==> src/hdl/csac_pkg.sv <==
// ----------------------------------------------------------------------------
// csac_pkg
// Beat types and command codes for the sector access check.
// ----------------------------------------------------------------------------
package csac_pkg;

  localparam logic [3:0] CMD_RD_DATA = 4'd0;
  localparam logic [3:0] CMD_WR_DATA = 4'd1;
  localparam logic [3:0] CMD_INCR    = 4'd2;
  localparam logic [3:0] CMD_DECR    = 4'd3;
  localparam logic [3:0] CMD_WR_KEYA = 4'd4;
  localparam logic [3:0] CMD_RD_KEYB = 4'd5;
  localparam logic [3:0] CMD_WR_KEYB = 4'd6;
  localparam logic [3:0] CMD_RD_BITS = 4'd7;
  localparam logic [3:0] CMD_WR_BITS = 4'd8;

  localparam logic [1:0] GRP_TRAILER = 2'd3;

  // large-sector group boundaries
  localparam logic [3:0] LRG_GRP1_START = 4'd5;
  localparam logic [3:0] LRG_GRP2_START = 4'd10;
  localparam logic [3:0] LRG_TRAILER    = 4'd15;

  typedef struct packed {
    logic [3:0]  command;
    logic [31:0] access_word;
    logic [5:0]  sector_index;
    logic [3:0]  block_index;
    logic        key_is_b;
  } csac_req_t;

  typedef struct packed {
    logic allowed;
    logic bits_consistent;
    logic bad_index;
  } csac_rsp_t;

endpackage

==> src/hdl/card_sector_access_check_top.sv <==
// ----------------------------------------------------------------------------
// card_sector_access_check_top
// An accepted beat passes the s1, s2 and s3 valid registers before the rsp_valid_o strobe.
// Throughput: one beat per cycle once busy_o is low, set by the three-stage decision pipeline.
// busy_o is high only in reset and the first cycle after; then always low.
// Reset: rst_ni asynchronous active low clears all valid bits.
// ----------------------------------------------------------------------------
module card_sector_access_check_top
  import csac_pkg::*;
#(
  parameter int SMALL_SECTOR_COUNT = 32
) (
  input  logic      clk_i,
  input  logic      rst_ni,
  input  logic      start_i,
  input  csac_req_t req_i,
  output logic      busy_o,
  output logic      rsp_valid_o,
  output csac_rsp_t rsp_o
);

  localparam logic [6:0] SmallCnt = 7'(SMALL_SECTOR_COUNT);

  logic busy_q;
  logic accept;

  // stage 1: decode
  logic       s1_vld_q;
  logic [3:0] s1_cmd_q, s1_cmd_d;
  logic       s1_kb_q, s1_kb_d;
  logic [2:0] s1_c_q, s1_c_d;
  logic [2:0] s1_t_q, s1_t_d;
  logic       s1_tr_q, s1_tr_d;
  logic       s1_cons_q, s1_cons_d;
  logic       s1_bad_q, s1_bad_d;

  // stage 2: permission
  logic s2_vld_q;
  logic s2_ok_q, s2_ok_d;
  logic s2_cons_q;
  logic s2_bad_q;

  // stage 3: result
  logic      s3_vld_q;
  csac_rsp_t s3_rsp_q, s3_rsp_d;

  logic        small_sec;
  logic [1:0]  grp;
  logic [11:0] inv_bits;
  logic [11:0] tru_bits;

  assign accept = start_i & ~busy_q;

  always_comb begin
    inv_bits  = req_i.access_word[11:0];
    tru_bits  = req_i.access_word[23:12];
    small_sec = {1'b0, req_i.sector_index} < SmallCnt;
    if (small_sec) begin
      grp = req_i.block_index[1:0];
    end else if (req_i.block_index < LRG_GRP1_START) begin
      grp = 2'd0;
    end else if (req_i.block_index < LRG_GRP2_START) begin
      grp = 2'd1;
    end else if (req_i.block_index < LRG_TRAILER) begin
      grp = 2'd2;
    end else begin
      grp = GRP_TRAILER;
    end
    s1_cmd_d  = req_i.command;
    s1_kb_d   = req_i.key_is_b;
    s1_c_d    = {tru_bits[{2'b10, grp}], tru_bits[{2'b01, grp}], tru_bits[{2'b00, grp}]};
    s1_t_d    = {tru_bits[11], tru_bits[7], tru_bits[3]};
    s1_tr_d   = (grp == GRP_TRAILER);
    s1_cons_d = ((inv_bits ^ tru_bits) == 12'hFFF);
    s1_bad_d  = small_sec & (req_i.block_index > 4'd3);
  end

  logic c1, c2, c3, t1, t2, t3, ka, kb;

  always_comb begin
    {c3, c2, c1} = s1_c_q;
    {t3, t2, t1} = s1_t_q;
    kb = s1_kb_q;
    ka = ~s1_kb_q;
    case (s1_cmd_q)
      CMD_RD_DATA: begin
        s2_ok_d = ~s1_tr_q &
                  ((ka & (~c3 | (~c1 & ~c2 & c3))) |
                   (kb & (~c3 | ((c1 ^ c2) & c3) | (~c1 & ~c2 & c3))));
      end
      CMD_WR_DATA: begin
        s2_ok_d = ~s1_tr_q &
                  ((ka & ~c1 & ~c2 & ~c3) |
                   (kb & ((~c1 & (c2 == c3)) | (c1 & ~c3))));
      end
      CMD_INCR: begin
        s2_ok_d = ~s1_tr_q &
                  ((ka & ~c1 & ~c2 & ~c3) | (kb & ~c3 & (c1 == c2)));
      end
      CMD_DECR: begin
        s2_ok_d = ~s1_tr_q & ((~c3 & (c1 == c2)) | (~c1 & ~c2 & c3));
      end
      CMD_WR_KEYA, CMD_WR_KEYB: begin
        s2_ok_d = (ka & ~t1 & ~t2) |
                  (kb & ((~t1 & t2 & t3) | (t1 & ~t2 & ~t3)));
      end
      CMD_RD_KEYB: begin
        s2_ok_d = ka & ~t1 & ~(t2 & t3);
      end
      CMD_RD_BITS: begin
        s2_ok_d = ka | (kb & ((t1 & ~t3) | (~t1 & t2 & t3) | (t1 & t3)));
      end
      CMD_WR_BITS: begin
        s2_ok_d = (ka & ~t1 & ~t2 & t3) |
                  (kb & t3 & ((~t1 & t2) | (t1 & ~t2)));
      end
      default: begin
        s2_ok_d = 1'b0;
      end
    endcase
  end

  always_comb begin
    s3_rsp_d.allowed         = s2_ok_q & ~s2_bad_q;
    s3_rsp_d.bits_consistent = s2_cons_q;
    s3_rsp_d.bad_index       = s2_bad_q;
  end

  always_ff @(posedge clk_i or negedge rst_ni) begin
    if (!rst_ni) begin
      busy_q   <= 1'b1;
      s1_vld_q <= 1'b0;
      s2_vld_q <= 1'b0;
      s3_vld_q <= 1'b0;
    end else begin
      busy_q   <= 1'b0;
      s1_vld_q <= accept;
      s2_vld_q <= s1_vld_q;
      s3_vld_q <= s2_vld_q;
    end
  end

  always_ff @(posedge clk_i) begin
    if (accept) begin
      s1_cmd_q  <= s1_cmd_d;
      s1_kb_q   <= s1_kb_d;
      s1_c_q    <= s1_c_d;
      s1_t_q    <= s1_t_d;
      s1_tr_q   <= s1_tr_d;
      s1_cons_q <= s1_cons_d;
      s1_bad_q  <= s1_bad_d;
    end
    if (s1_vld_q) begin
      s2_ok_q   <= s2_ok_d;
      s2_cons_q <= s1_cons_q;
      s2_bad_q  <= s1_bad_q;
    end
    if (s2_vld_q) begin
      s3_rsp_q <= s3_rsp_d;
    end
  end

  assign busy_o      = busy_q;
  assign rsp_valid_o = s3_vld_q;
  assign rsp_o       = s3_rsp_q;

endmodule

==> config.mk <==
export PLATFORM = sky130hd
export DESIGN_NAME = card_sector_access_check_top
export DESIGN_NICKNAME = d
export VERILOG_FILES = /design/src/hdl/csac_pkg.sv /design/src/hdl/card_sector_access_check_top.sv
export SDC_FILE = /design/constraint.sdc
export NUM_CORES = 1
export LEC_CHECK = 0
export BUFFER_PORTS_ARGS = -buffer_cell sky130_fd_sc_hd__buf_2
export CAP_MARGIN = 30
export CORE_ASPECT_RATIO = 1.25
export CORE_MARGIN = 3
export CORE_UTILIZATION = 30
export DETAILED_ROUTE_END_ITERATION = 12
export PLACE_DENSITY = 0.56
export SLEW_MARGIN = 20
export SYNTH_ARGS = -nofsm -noshare
export SYNTH_HDL_FRONTEND = slang
export SYNTH_SLANG_ARGS = --single-unit
export TNS_END_PERCENT = 5
==> constraint.sdc <==
create_clock -name clk_i -period 2.95 [get_ports clk_i]
set_clock_uncertainty 0.1 [all_clocks]
set_input_delay 0.59 -clock clk_i [delete_from_list [all_inputs] [get_ports clk_i]]
set_output_delay 0.59 -clock clk_i [all_outputs]
set_load 0.01 [all_outputs]
==> impl_metrics.yaml <==
die:
  die-width_um: 63.56
  die_y_um: 77.95
  rows: 25
  num_io_pins: 55
  initial_core_util_pct: 32.03
  core_um2: 3879
  dieArea_um2: 4955
setup_path:
  arrival_ns: 1.70
  required_ns: 2.85
  cp_max_fo: 4
  worstSetupEndpointType: "flop"
  path_class: "primary input to flop"
  rrSetupSlack_ns: 1.29
  cp-start-kind: "primary input"
clock_tree:
  clkSlewWorstSetupHoldPaths_ns: 0.08
  ctsResizeCount: 0
  cts-htree-levels: 1
  cts_num_sinks: 24
  cts_tree: "built"
  cts_root_buffer: "clkbuf_8"
  clock_latency_ns: 0.26
  cts_setup_buffers: 0
  postCtsHoldBufs: 0
  clockBufferDepth: 2
  cts_buffers: 3
global_routing:
  grt_overflow_total: 0
  grt_start_max_net_pins: 16
  grtUsageTotal_pct: 10.48
  grt_pass1_vias: 942
  antenna_found_initial: 0
  grt_pass1_wl_um: 4036
detailed_routing:
  vias: 904
  drt_iter0_markers: 8
  routedWlPerCell_um: 12.08
  firstDrtPassIters: 4
  drt-total-wl_um: 2355
  drc: 0
  vias_per_cell: 4.636
  final_antenna_net_count: 0
place:
  gp_congestion: 0.7461
  dp_hpwl_um: 2024
  place_area_um2: 1515
  port_buffers: 41
power:
  p_per_area_nw_per_um2: 450.2
  peakVddDrop_v: 0.0001556
  leakage_uw: 0.0006549
synthesis:
  postSynthAreaPerCell_um2: 12.81
  yosysUniqueCellTypes: 34
  synth_nets: 150
  ys_seq_elements: 24
  synth-main-ff-cell: "edfxtp_1"
  ys_seq_area_share_pct: 56.50
  async_reset_ff_share_pct: 16.67
  synth_edf_count: 20
  synth_area_um2: 1242
  syn_inst: 97
  yosys_warnings: 0
sta:
  fin_crit_sh_pct: 61.15
  timing.fmax_mhz: 554.3
  tns_ns: 0
  setup_viol: 0
  hold_viol_final: 0
  slew_violations: 0
  fin_crit_ns: 1.804
  rsz0062_at_grt: "false"
status:
  status: "complete, no violations"
layout:
  nets: 195
  syn_to_final_growth_pct: 26.38
  final_area_um2: 1570
  drive_gt1_share_pct: 37.59
  antenna_cells: 0
  final_util_pct: 40.48
min_path:
  hold_class: "primary input to async pin"
run:
  maxCapViolCount: 0
[placed cells by master (no fill, tap or decap), types with 2 or more instances in the layout]
cell	count
xor2_1	12
nor2b_1	4
inv_1	7
a211oi_1	2
nand2b_1	2
mux4_2	3
o21ai_0	3
ha_1	3
buf_2	41
nand4_1	4
nand2_1	6
nand3_1	2
edfxtp_1	20
or3_1	2
clkbuf_8	4
a21oi_1	4
dfrtp_1	3
[worst max-delay path, stage by stage]
cell	delay, ns
buf_2	0.11
and3b_1	0.17
a21o_1	0.15
a22o_4	0.24
mux4_2	0.43
[layer usage]
metal	vias to the layer above	routed length [um]	part of all wire, %	GRT usage (%)
met4	0	61	2.6	6.479
met2	37	1344	57	20.17
li1	448	-	-	-
met3	5	141	6.0	0.8683
met5	-	0	0	0
met1	414	807	34	10.60
[area by class of cell]
class / instances / area (um2)
flip-flops and latches: 24 / 701.9
fillers: 388 / 2308
clock buffers: 4 / 55.05
multi-input cells: 64 / 506.7
well taps: 54 / 67.56
inverters: 7 / 26.28
repair buffers: 42 / 212.7
[flip-flops by register name, summed over array words and instances, names as in the netlist, 3 cells and up]
name and flops:
s1_t_q 3, s1_cmd_q 4, s1_c_q 3, rsp_o 3
[logic make-up after synthesis]
group | synth area share [%]
compound gates | 10.57
xor+xnor | 8.459
simple gates | 12.99
mux | 5.438
other cells | 0.3018
buf+inv | 2.720
flops | 56.50
fa+ha+maj | 3.021
[worst paths after layout]
check | from | to | cells after the start
max | req_i[3] | s1_c_q[0] | 5
min | rst_ni | s2_vld_q | 1
max reg2reg | s1_t_q[0] | s2_ok_q | 6
min reg2reg | s1_cons_q | s2_cons_q | 0
max in group asynchronous | rst_ni | busy_o | 1
min in group clk_i | s1_cons_q | s2_cons_q | 0
[where the power goes]
group          switching (uW)  leakage [uW]  total, uW  internal (uW)
clock                    95.2     0.0000288        214            119
sequential               11.2      0.000239        398            387
combinational            43.9      0.000388       94.9           51.0
total                     150      0.000655        707            557
[synthesized netlist by cell type, drive strengths merged, types with 2 or more instances]
cell type  number  area [um2]
nand4           4       25.02
dfrtp           3       75.07
nand3           2       10.01
nand2b          2       12.51
mux4            3       67.56
xor2           12       105.1
nand2           6       22.52
inv             7       26.28
edfxtp         20       600.6
nor2b           4       25.02
o21ai           4       20.01
a21oi           4       20.02
ha              3       37.54
or3             2       12.51
a211oi          2       15.01
clkbuf          2       7.510
[stage by stage]
stage,setup slack [ns],total power (uW),hold WS [ns],instances
after floorplan,1.046,454.0,0.1944,97
after global placement,0.8896,495.1,0.2949,191
after detailed placement,0.8523,502.0,0.3070,191
after CTS,1.139,718.5,0.01773,195
after global routing,1.120,745.2,0.008045,195
final,1.146,706.9,0.01994,195
Power figures use the tool's default switching activity.
